**src/rtl/core/triangle_scanline_filler_defines.svh**
```systemverilog
// Assertion helpers for the scanline filler.
`ifndef TRIANGLE_SCANLINE_FILLER_DEFINES_SVH
`define TRIANGLE_SCANLINE_FILLER_DEFINES_SVH
`ifndef SYNTHESIS
`define TSF_ASSERT_IMPL(label, clk, rst, prop) \
   label: assert property (@(posedge clk) disable iff (rst) prop) \
      else $error("%m: check failed");
`define TSF_ASSERT_NORST(label, clk, prop) \
   label: assert property (@(posedge clk) prop) else $error("%m: check failed");
`else
`define TSF_ASSERT_IMPL(label, clk, rst, prop)
`define TSF_ASSERT_NORST(label, clk, prop)
`endif
`endif

```
**src/rtl/core/tsf_pkg.sv**
```systemverilog
package tsf_pkg;
   localparam int TileRowsDefault  = 64;
   localparam int CoordBitsDefault = 10;
   localparam int FracBits         = 16;
   // sign + integer part (up to 16 coord bits + growth) + fraction
   localparam int AccBits          = 36;
   localparam int SlopeBits        = 36;

   typedef enum logic [2:0] {
      BK_IDLE,
      BK_DIV13,
      BK_MUL4,
      BK_DIVU,
      BK_RUNU,
      BK_DIVL,
      BK_RUNL
   } bk_state_type;
endpackage

```
**src/rtl/core/triangle_scanline_filler.sv**
```systemverilog
// Scanline triangle filler.
// req_ channel: one word is a triangle, three vertices (x, y) in a tile.
// Vertex y values are clamped, vertices sorted by y; flat triangles are dropped in the front.
// A two-entry queue decouples the front from the back end.
// rsp_ channel: one word per span, row from top y up to bottom y - 1;
// tlast marks the last span of a triangle.
// The back end uses one shared serial divider with a 28-bit quotient at
// default widths. Long-edge slope, split column and the two slopes of the
// first half come before the first span word; then one span per cycle
// while rsp_tready is high.
// After an upper half the lower half needs two more divisions, so a two-half
// triangle holds the back end longer than a one-half triangle; a flat
// triangle is dropped in the front and never reaches the back end.
// Reset clears the queue, the sequencer and the output valid flag.
// If rsp_tready is low the span register holds and stepping pauses; the
// front keeps taking triangles until the queue is full.
module triangle_scanline_filler #(
   parameter int TILE_ROWS  = tsf_pkg::TileRowsDefault,
   parameter int COORD_BITS = tsf_pkg::CoordBitsDefault
) (
   input  logic clock,
   input  logic reset,
   input  logic req_tvalid,
   output logic req_tready,
   // a_x, a_y, b_x, b_y, c_x, c_y from bit 0 up, zero padded
   input  logic [((3*(COORD_BITS+$clog2(TILE_ROWS))+7)/8)*8-1:0] req_tdata,
   output logic rsp_tvalid,
   input  logic rsp_tready,
   // span_left, span_right, span_row from bit 0 up, zero padded
   output logic [((2*COORD_BITS+$clog2(TILE_ROWS)+7)/8)*8-1:0] rsp_tdata,
   output logic rsp_tlast
);
   `include "triangle_scanline_filler_defines.svh"
   import tsf_pkg::*;
   localparam int YB = $clog2(TILE_ROWS);
   localparam int C  = COORD_BITS;
   localparam int OW = ((2*C+YB+7)/8)*8;

   logic         q_valid, q_pop;
   logic [C-1:0] x1, x2, x3, sl, sr;
   logic [YB-1:0] y1, y2, y3, row;

   tsf_front #(.TileRows(TILE_ROWS), .CoordBits(C), .YBits(YB)) u_front (
      .clock(clock), .reset(reset), .in_valid(req_tvalid), .in_ready(req_tready),
      .ax(req_tdata[C-1:0]), .ay(req_tdata[C+YB-1:C]),
      .bx(req_tdata[2*C+YB-1:C+YB]), .by(req_tdata[2*C+2*YB-1:2*C+YB]),
      .cx(req_tdata[3*C+2*YB-1:2*C+2*YB]), .cy(req_tdata[3*C+3*YB-1:3*C+2*YB]),
      .q_valid(q_valid), .q_pop(q_pop),
      .x1(x1), .x2(x2), .x3(x3), .y1(y1), .y2(y2), .y3(y3));

   tsf_back #(.CoordBits(C), .YBits(YB)) u_back (
      .clock(clock), .reset(reset), .q_valid(q_valid), .q_pop(q_pop),
      .x1(x1), .x2(x2), .x3(x3), .y1(y1), .y2(y2), .y3(y3),
      .out_valid(rsp_tvalid), .out_ready(rsp_tready),
      .out_left(sl), .out_right(sr), .out_row(row), .out_last(rsp_tlast));

   assign rsp_tdata = OW'({row, sr, sl});

   `TSF_ASSERT_IMPL(a_hold, clock, reset,
      rsp_tvalid && !rsp_tready |=> rsp_tvalid && $stable(rsp_tdata))
   `TSF_ASSERT_IMPL(a_order, clock, reset,
      rsp_tvalid |-> rsp_tdata[C-1:0] <= rsp_tdata[2*C-1:C])
   `TSF_ASSERT_NORST(a_rst, clock, $past(reset) |-> !rsp_tvalid)
endmodule

```
**src/rtl/core/tsf_div.sv**
```systemverilog
// Signed restoring divider, one quotient bit per cycle, truncates toward zero.
// Numerator is dx * 2^16, denominator dy > 0.
module tsf_div #(
   parameter int NumBits = 28,
   parameter int DenBits = 7
) (
   input  logic                        clock,
   input  logic                        reset,
   input  logic                        start,
   input  logic signed [NumBits-1:0]   num,
   input  logic        [DenBits-1:0]   den,
   output logic                        done,
   output logic signed [NumBits-1:0]   quot
);
   localparam int CntBits = $clog2(NumBits + 1);

   logic [NumBits-1:0]       q_ff, q_in;
   logic [DenBits:0]         rem_ff, rem_in;
   logic [DenBits-1:0]       den_ff, den_in;
   logic                     neg_ff, neg_in;
   logic [CntBits-1:0]       cnt_ff, cnt_in;
   logic                     busy_ff, busy_in;
   logic                     done_ff, done_in;
   logic [DenBits+1:0]       trial;
   logic [NumBits-1:0]       mag;

   always_comb begin
      mag     = num[NumBits-1] ? NumBits'(-num) : NumBits'(num);
      q_in    = q_ff;
      rem_in  = rem_ff;
      den_in  = den_ff;
      neg_in  = neg_ff;
      cnt_in  = cnt_ff;
      busy_in = busy_ff;
      done_in = 1'b0;
      trial   = {rem_ff, q_ff[NumBits-1]} - {2'b00, den_ff};
      if (start) begin
         q_in    = mag;
         rem_in  = '0;
         den_in  = den;
         neg_in  = num[NumBits-1];
         cnt_in  = CntBits'(NumBits);
         busy_in = 1'b1;
      end else if (busy_ff) begin
         if (!trial[DenBits+1]) begin
            rem_in = trial[DenBits:0];
            q_in   = {q_ff[NumBits-2:0], 1'b1};
         end else begin
            rem_in = {rem_ff[DenBits-1:0], q_ff[NumBits-1]};
            q_in   = {q_ff[NumBits-2:0], 1'b0};
         end
         cnt_in = cnt_ff - 1'b1;
         if (cnt_ff == CntBits'(1)) begin
            busy_in = 1'b0;
            done_in = 1'b1;
         end
      end
   end

   always_ff @(posedge clock) begin
      if (reset) begin
         busy_ff <= 1'b0;
         done_ff <= 1'b0;
         cnt_ff  <= '0;
      end else begin
         busy_ff <= busy_in;
         done_ff <= done_in;
         cnt_ff  <= cnt_in;
      end
      q_ff   <= q_in;
      rem_ff <= rem_in;
      den_ff <= den_in;
      neg_ff <= neg_in;
   end

   assign done = done_ff;
   assign quot = neg_ff ? NumBits'(-q_ff) : NumBits'(q_ff);
endmodule

```
**src/rtl/core/tsf_front.sv**
```systemverilog
// Front: clamps y and sorts vertices, drops flat triangles, pushes to a 2-deep queue.
module tsf_front #(
   parameter int TileRows  = tsf_pkg::TileRowsDefault,
   parameter int CoordBits = tsf_pkg::CoordBitsDefault,
   parameter int YBits     = 6
) (
   input  logic                  clock,
   input  logic                  reset,
   input  logic                  in_valid,
   output logic                  in_ready,
   input  logic [CoordBits-1:0]  ax, bx, cx,
   input  logic [YBits-1:0]      ay, by, cy,
   output logic                  q_valid,
   input  logic                  q_pop,
   output logic [CoordBits-1:0]  x1, x2, x3,
   output logic [YBits-1:0]      y1, y2, y3
);
   localparam int W = 3 * (CoordBits + YBits);
   localparam logic [YBits-1:0] YMax = YBits'(TileRows - 1);

   logic [W-1:0]     mem_ff [2];
   logic             wp_ff, wp_in, rp_ff, rp_in;
   logic [1:0]       cnt_ff, cnt_in;
   logic [YBits-1:0] ya, yb, yc, t1, t2, t3, s1, s2, s3;
   logic [CoordBits-1:0] u1, u2, u3, r1, r2, r3;
   logic             push, pop;
   logic [W-1:0]     word;

   always_comb begin
      ya = (ay > YMax) ? YMax : ay;
      yb = (by > YMax) ? YMax : by;
      yc = (cy > YMax) ? YMax : cy;
      // stable three-element sort
      t1 = ya; u1 = ax; t2 = yb; u2 = bx; t3 = yc; u3 = cx;
      if (t1 > t2) begin
         s1 = t2; r1 = u2; s2 = t1; r2 = u1;
      end else begin
         s1 = t1; r1 = u1; s2 = t2; r2 = u2;
      end
      s3 = t3; r3 = u3;
      if (s2 > s3) begin
         s3 = s2; r3 = r2; s2 = t3; r2 = u3;
         if (s1 > s2) begin
            s2 = s1; r2 = r1; s1 = t3; r1 = u3;
         end
      end
      word = {r1, s1, r2, s2, r3, s3};
   end

   assign in_ready = (cnt_ff != 2'd2);
   assign push     = in_valid && in_ready && (s1 != s3);
   assign pop      = q_pop && (cnt_ff != 2'd0);
   assign q_valid  = (cnt_ff != 2'd0);
   assign {x1, y1, x2, y2, x3, y3} = mem_ff[rp_ff];

   always_comb begin
      wp_in  = push ? ~wp_ff : wp_ff;
      rp_in  = pop ? ~rp_ff : rp_ff;
      cnt_in = cnt_ff + {1'b0, push} - {1'b0, pop};
   end

   always_ff @(posedge clock) begin
      if (reset) begin
         wp_ff <= 1'b0; rp_ff <= 1'b0; cnt_ff <= '0;
      end else begin
         wp_ff <= wp_in; rp_ff <= rp_in; cnt_ff <= cnt_in;
      end
      if (push) mem_ff[wp_ff] <= word;
   end
endmodule

```
**src/rtl/core/tsf_back.sv**
```systemverilog
// Back: 3 or 5 slope divisions on one shared divider, and span stepping.
module tsf_back #(
   parameter int CoordBits = tsf_pkg::CoordBitsDefault,
   parameter int YBits     = 6
) (
   input  logic                  clock,
   input  logic                  reset,
   input  logic                  q_valid,
   output logic                  q_pop,
   input  logic [CoordBits-1:0]  x1, x2, x3,
   input  logic [YBits-1:0]      y1, y2, y3,
   output logic                  out_valid,
   input  logic                  out_ready,
   output logic [CoordBits-1:0]  out_left,
   output logic [CoordBits-1:0]  out_right,
   output logic [YBits-1:0]      out_row,
   output logic                  out_last
);
   import tsf_pkg::*;
   localparam int NumBits = CoordBits + 2 + FracBits;
   localparam int A = AccBits;
   localparam logic signed [A-1:0] XMaxA = A'((1 << CoordBits) - 1);

   bk_state_type st_ff, st_in;
   logic [CoordBits-1:0] x1_ff, x1_in, x2_ff, x2_in, x3_ff, x3_in, x4_ff, x4_in;
   logic [YBits-1:0]     y1_ff, y1_in, y2_ff, y2_in, y3_ff, y3_in, row_ff, row_in;
   logic signed [A-1:0]  s13_ff, s13_in, sl_ff, sl_in, sr_ff, sr_in;
   logic signed [A-1:0]  l_ff, l_in, r_ff, r_in;
   logic                 dstart;
   logic signed [NumBits-1:0] dnum, dquot;
   logic [YBits:0]       dden;
   logic                 ddone, dphase_ff, dphase_in;
   logic signed [A+YBits+1:0] prod;
   logic signed [A-1:0]  lo, hi, tl;
   logic [CoordBits-1:0] cl, ch;
   logic                 ov_ff, ov_in, ol_ff, ol_in, last;
   logic [CoordBits-1:0] oleft_ff, oleft_in, oright_ff, oright_in;
   logic [YBits-1:0]     orow_ff, orow_in;

   tsf_div #(.NumBits(NumBits), .DenBits(YBits + 1)) u_div (
      .clock(clock), .reset(reset), .start(dstart), .num(dnum), .den(dden),
      .done(ddone), .quot(dquot));

   function automatic logic signed [NumBits-1:0] fnum(logic [CoordBits-1:0] a,
                                                      logic [CoordBits-1:0] b);
      logic signed [NumBits-1:0] d;
      d = NumBits'($signed({1'b0, a})) - NumBits'($signed({1'b0, b}));
      return d <<< FracBits;
   endfunction

   // truncate toward zero then clamp
   function automatic logic [CoordBits-1:0] tocol(logic signed [A-1:0] v);
      logic signed [A-1:0] t;
      t = (v < 0) ? -((-v) >>> FracBits) : (v >>> FracBits);
      if (t < 0) return '0;
      if (t > XMaxA) return XMaxA[CoordBits-1:0];
      return t[CoordBits-1:0];
   endfunction

   always_comb begin
      lo = (l_ff < r_ff) ? l_ff : r_ff;
      hi = (l_ff < r_ff) ? r_ff : l_ff;
      cl = tocol(lo);
      ch = tocol(hi);
      prod = (A+YBits+2)'(s13_ff) * $signed({2'b00, y2_ff - y1_ff});
      tl = (prod < 0) ? A'(-((-prod) >>> FracBits)) : A'(prod >>> FracBits);
   end

   always_comb begin
      st_in = st_ff;
      x1_in = x1_ff; x2_in = x2_ff; x3_in = x3_ff; x4_in = x4_ff;
      y1_in = y1_ff; y2_in = y2_ff; y3_in = y3_ff; row_in = row_ff;
      s13_in = s13_ff; sl_in = sl_ff; sr_in = sr_ff; l_in = l_ff; r_in = r_ff;
      dphase_in = dphase_ff;
      q_pop = 1'b0; dstart = 1'b0; dnum = '0; dden = '0;
      ov_in = ov_ff; ol_in = ol_ff;
      oleft_in = oleft_ff; oright_in = oright_ff; orow_in = orow_ff;
      last = 1'b0;
      if (ov_ff && out_ready) ov_in = 1'b0;
      case (st_ff)
         BK_IDLE: begin
            if (q_valid) begin
               q_pop = 1'b1;
               x1_in = x1; x2_in = x2; x3_in = x3;
               y1_in = y1; y2_in = y2; y3_in = y3;
               dstart = 1'b1; dnum = fnum(x3, x1);
               dden = {1'b0, y3 - y1};
               st_in = BK_DIV13;
            end
         end
         BK_DIV13: begin
            if (ddone) begin
               s13_in = A'(dquot);
               st_in = BK_MUL4;
            end
         end
         BK_MUL4: begin
            x4_in = CoordBits'(A'(x1_ff) + tl);
            if (y2_ff > y1_ff) begin
               dstart = 1'b1; dnum = fnum(x2_ff, x1_ff);
               dden = {1'b0, y2_ff - y1_ff}; dphase_in = 1'b0;
               st_in = BK_DIVU;
            end else begin
               dstart = 1'b1; dnum = fnum(x3_ff, x2_ff);
               dden = {1'b0, y3_ff - y2_ff}; dphase_in = 1'b0;
               st_in = BK_DIVL;
            end
         end
         BK_DIVU: begin
            if (ddone && !dphase_ff) begin
               sl_in = A'(dquot);
               dstart = 1'b1; dnum = fnum(x4_ff, x1_ff);
               dden = {1'b0, y2_ff - y1_ff}; dphase_in = 1'b1;
            end else if (ddone) begin
               sr_in = A'(dquot);
               l_in = A'(x1_ff) <<< FracBits; r_in = A'(x1_ff) <<< FracBits;
               row_in = y1_ff; st_in = BK_RUNU;
            end
         end
         BK_DIVL: begin
            if (ddone && !dphase_ff) begin
               sl_in = A'(dquot);
               dstart = 1'b1; dnum = fnum(x3_ff, x4_ff);
               dden = {1'b0, y3_ff - y2_ff}; dphase_in = 1'b1;
            end else if (ddone) begin
               sr_in = A'(dquot);
               l_in = A'(x2_ff) <<< FracBits; r_in = A'(x4_ff) <<< FracBits;
               row_in = y2_ff; st_in = BK_RUNL;
            end
         end
         BK_RUNU, BK_RUNL: begin
            if (!ov_ff || out_ready) begin
               last = (st_ff == BK_RUNL) ? (row_ff + 1'b1 == y3_ff)
                      : ((row_ff + 1'b1 == y2_ff) && (y3_ff == y2_ff));
               ov_in = 1'b1; ol_in = last;
               oleft_in = cl; oright_in = ch; orow_in = row_ff;
               l_in = l_ff + sl_ff; r_in = r_ff + sr_ff;
               row_in = row_ff + 1'b1;
               if (st_ff == BK_RUNU && row_ff + 1'b1 == y2_ff) begin
                  if (y3_ff == y2_ff) st_in = BK_IDLE;
                  else begin
                     dstart = 1'b1; dnum = fnum(x3_ff, x2_ff);
                     dden = {1'b0, y3_ff - y2_ff}; dphase_in = 1'b0;
                     st_in = BK_DIVL;
                  end
               end else if (st_ff == BK_RUNL && last) st_in = BK_IDLE;
            end
         end
         default: st_in = BK_IDLE;
      endcase
   end

   always_ff @(posedge clock) begin
      if (reset) begin
         st_ff <= BK_IDLE; ov_ff <= 1'b0; dphase_ff <= 1'b0;
      end else begin
         st_ff <= st_in; ov_ff <= ov_in; dphase_ff <= dphase_in;
      end
      x1_ff <= x1_in; x2_ff <= x2_in; x3_ff <= x3_in; x4_ff <= x4_in;
      y1_ff <= y1_in; y2_ff <= y2_in; y3_ff <= y3_in; row_ff <= row_in;
      s13_ff <= s13_in; sl_ff <= sl_in; sr_ff <= sr_in; l_ff <= l_in; r_ff <= r_in;
      ol_ff <= ol_in; oleft_ff <= oleft_in; oright_ff <= oright_in; orow_ff <= orow_in;
   end

   assign out_valid = ov_ff;
   assign out_left  = oleft_ff;
   assign out_right = oright_ff;
   assign out_row   = orow_ff;
   assign out_last  = ol_ff;
endmodule
```
**config.mk**
```make
export PLATFORM = sky130hd
export DESIGN_NAME = triangle_scanline_filler
export DESIGN_NICKNAME = d
export VERILOG_FILES = /design/src/rtl/core/tsf_pkg.sv /design/src/rtl/core/triangle_scanline_filler.sv /design/src/rtl/core/tsf_div.sv /design/src/rtl/core/tsf_front.sv /design/src/rtl/core/tsf_back.sv
export VERILOG_INCLUDE_DIRS = /design/src /design/src/rtl/core
export SDC_FILE = /design/constraint.sdc
export NUM_CORES = 1
export LEC_CHECK = 0
export CAP_MARGIN = 40
export CORE_ASPECT_RATIO = 1.5
export CORE_MARGIN = 2
export CORE_UTILIZATION = 45
export DETAILED_ROUTE_END_ITERATION = 8
export DONT_BUFFER_PORTS = 1
export PLACE_DENSITY = 0.63
export SLEW_MARGIN = 0
export SYNTH_ARGS = -nofsm -noshare
export SYNTH_HDL_FRONTEND = slang
export SYNTH_SLANG_ARGS = --single-unit
```
**constraint.sdc**
```tcl
create_clock -name clock -period 9.8 [get_ports clock]
set_clock_uncertainty 0.1 [all_clocks]
set_input_delay 1.96 -clock clock [delete_from_list [all_inputs] [get_ports clock]]
set_output_delay 1.96 -clock clock [all_outputs]
set_load 0.01 [all_outputs]
```
==> results.json <==
{
  "diodes": 0,
  "die_w_um": 222,
  "clock-sinks": 403,
  "r2r-start": "u_back.y2_ff[0]",
  "yosys_warnings": 0,
  "ys_seq_elements": 403,
  "cp_slowest_cell": "fa_1",
  "synth_largest_area_cell": "edfxtp_1",
  "grtUsageMet2": 0.433,
  "r2r_end": "u_back.x4_ff[9]",
  "hpwl_mm": 66.3,
  "critPathLaunch": "u_back.y2_ff[0]",
  "final_nets": 3692,
  "synth_area_leaders": "edfxtp_1 (35%), ha_1 (11%), fa_1 (7.9%)",
  "grt_first_pass_wirelength_mm": 132,
  "viasPerCell": 5.64,
  "relSlewSlack": 0.426,
  "final_layout_size_suffix_gt1_frac": 0.0706,
  "yosysMostFrequentCell": "edfxtp_1",
  "grt_max_degree": 56,
  "drcViolationCount": 0,
  "hold_violations": 0,
  "synth_ff_type": "edfxtp_1",
  "drv_cap": 0,
  "clockBufferDepth": 3,
  "setup_tns_ns": 0,
  "r2r_slack_ns": 0.69,
  "routed_wl_mm": 83.1,
  "drtPass1Iterations": 5,
  "core_area_mm2": 0.0710,
  "synthDistinctLibCells": 102,
  "cpMostUsedCell": "inv_1",
  "ctsHoldBuffers": 0,
  "netlist_instances": 3222,
  "num_io_pins": 87,
  "critPathKind": "reg -> reg",
  "netlist.area_leader.share": 0.353,
  "tritoncts": "done",
  "grt.total_usage": 0.227,
  "period_needed_ns": 9.11,
  "critPathMaxFanout": 16,
  "syn_to_final_growth_pct": 8.43,
  "fmax_mhz": 110,
  "initialDrtViolationCount": 1311,
  "fill_cells": 6538,
  "syn_area_mm2": 0.0322,
  "fin_crit_sh": 0.930,
  "clk_pin_slew_ns": 0.07,
  "dieArea_mm2": 0.0737,
  "cp.required_ns": 10.02,
  "busiest_layer": "met2",
  "root_buffer": "clkbuf_16",
  "io_buffers": 0,
  "cts_buffers": 40,
  "outcome": "completed",
  "reg2reg_depth": 39,
  "cp-end-kind": "register",
  "die_h_um": 331,
  "htree_levels": 2,
  "netlist_top_cells_count": "edfxtp_1 (378), inv_1 (345), ha_1 (284)",
  "max_stage_delay_ns": 0.53,
  "synthArstFlopShare": 0,
  "wl_per_cell_um": 19.9,
  "grt_util_met1": 0.241,
  "rsz0062_at_grt": "no",
  "grt_pass1_vias": 24340,
  "insertion_delay_ns": 0.60,
  "initial_core_util": 0.453,
  "grtUsageMet3": 0.0266,
  "synth-edff-count": 378,
  "syn-mean-instance-area_um2": 9.98,
  "grt_remaining_overflow": 0,
  "crit_path_end": "u_back.x4_ff[9]",
  "drv_slew": 0,
  "place_congestion": 0.945,
  "arrival_ns": 9.33,
  "hold_depth": 2,
  "drtAntennaViolNets": 0,
  "critical_path.startpoint_type": "register",
  "setup_viol": 0,
  "yosysSeqAreaShare": 0.369,
  "worst_slew_pin_slew_ns": 0.861,
  "vias": 23527,
  "placement_rows": 120,
  "grt_antenna_before_repair": 0,
  "hold_path.class": "reg -> reg"
}
[logic make-up (layout without fill, tap and decap cells)]
| logic type | after synthesis | count (layout) | share of synthesized area |
|---|---|---|---|
| multiplexers | 132 | 132 | 0.0438 |
| buffers and inverters | 441 | 472 | 0.0524 |
| other | 1 | 6 | 0.000117 |
| XOR/XNOR | 239 | 239 | 0.0664 |
| adder cells (fa/ha/maj) | 411 | 411 | 0.190 |
| flip-flops | 403 | 403 | 0.369 |
| AO/OA/AOI/OAI | 666 | 666 | 0.134 |
| AND/OR/NAND/NOR | 929 | 929 | 0.145 |
[what timing repair did]
item | CTS | global route
buffers inserted | 0 | 2
setup endpoints to repair | 0 | 1
resized for setup | 0 | 6
[flip-flops by register name, summed over array words and instances, names as in the netlist, 28 cells and up, named ones only]
name,flops
u_back.sr_ff,28
u_back.s13_ff,28
u_front.mem_ff,96
u_back.r_ff,36
u_back.sl_ff,28
u_back.u_div.q_ff,28
u_back.l_ff,36
[routing by layer]
| metal | share of wire | vias to the layer above |
|---|---|---|
| met5 | 0 | - |
| li1 | - | 11375 |
| met1 | 0.37 | 11452 |
| met2 | 0.53 | 515 |
| met4 | 0.061 | 0 |
| met3 | 0.035 | 185 |
[how the worst min path moves through the flow]
stage,start,slack (ns),endpoint
global route,u_back.u_div.rem_ff[4],0.43,u_back.u_div.rem_ff[4]
detailed placement,u_back.u_div.rem_ff[4],0.41,u_back.u_div.rem_ff[4]
finish,u_back.u_div.rem_ff[4],0.42,u_back.u_div.rem_ff[4]
floorplan,u_back.row_ff[1],0.35,u_back.out_row[1]
CTS,u_back.u_div.rem_ff[4],0.42,u_back.u_div.rem_ff[4]
global placement,u_back.u_div.rem_ff[4],0.39,u_back.u_div.rem_ff[4]
[cells in the final DEF, fill, tap and decap left out, drive strengths merged, types with 25 or more instances in the layout]
| master | n |
|---|---|
| edfxtp | 378 |
| inv | 348 |
| ha | 284 |
| nor2 | 230 |
| nand2 | 229 |
| a21oi | 175 |
| o21ai | 156 |
| xnor2 | 151 |
| and2 | 140 |
| fa | 127 |
| xor2 | 85 |
| mux2i | 80 |
| nor3 | 63 |
| a21o | 57 |
| buf | 54 |
| mux2 | 50 |
| clkbuf | 47 |
| nand2b | 46 |
| nor2b | 46 |
| nand3 | 38 |
| o22ai | 38 |
| o21bai | 34 |
| a211oi | 33 |
| o21a | 32 |
| dfxtp | 25 |
[critical path, delay by kind of cell (launching register included)]
kind	cells	cell delay [ns]
flops	1	0.44
mux	1	0.41
xor+xnor	5	0.92
simple gates	3	0.53
buf+inv	7	0.43
compound gates	15	2.99
fa+ha+maj	8	3.03
[cell type report]
| type | count | area [um^2] | area share |
|---|---|---|---|
| multi-input combinational | 2383 | 18800 | 0.539 |
| sequential | 403 | 11900 | 0.340 |
| inverter | 347 | 1310 | 0.0375 |
| tap | 915 | 1140 | 0.0328 |
| clock buffer | 47 | 1040 | 0.0297 |
| timing repair buffer | 54 | 443 | 0.0127 |
| clock inverter | 24 | 289 | 0.00829 |
[through the flow]
stage	cells	utilization	setup WS (ns)	hold slack, ns	area (um^2)
floorplan	3227	-	0.809	0.347	32200
global placement	4092	0.470	0.502	0.394	33400
detailed placement	4100	0.472	0.474	0.406	33500
CTS	4171	0.490	0.425	0.416	34800
global route	4173	0.491	0.00663	0.431	34900
finish	4173	0.491	0.686	0.417	34900
Power is not shown: default switching activity piles up to over one toggle a cycle in this logic, so the estimate is an artifact.
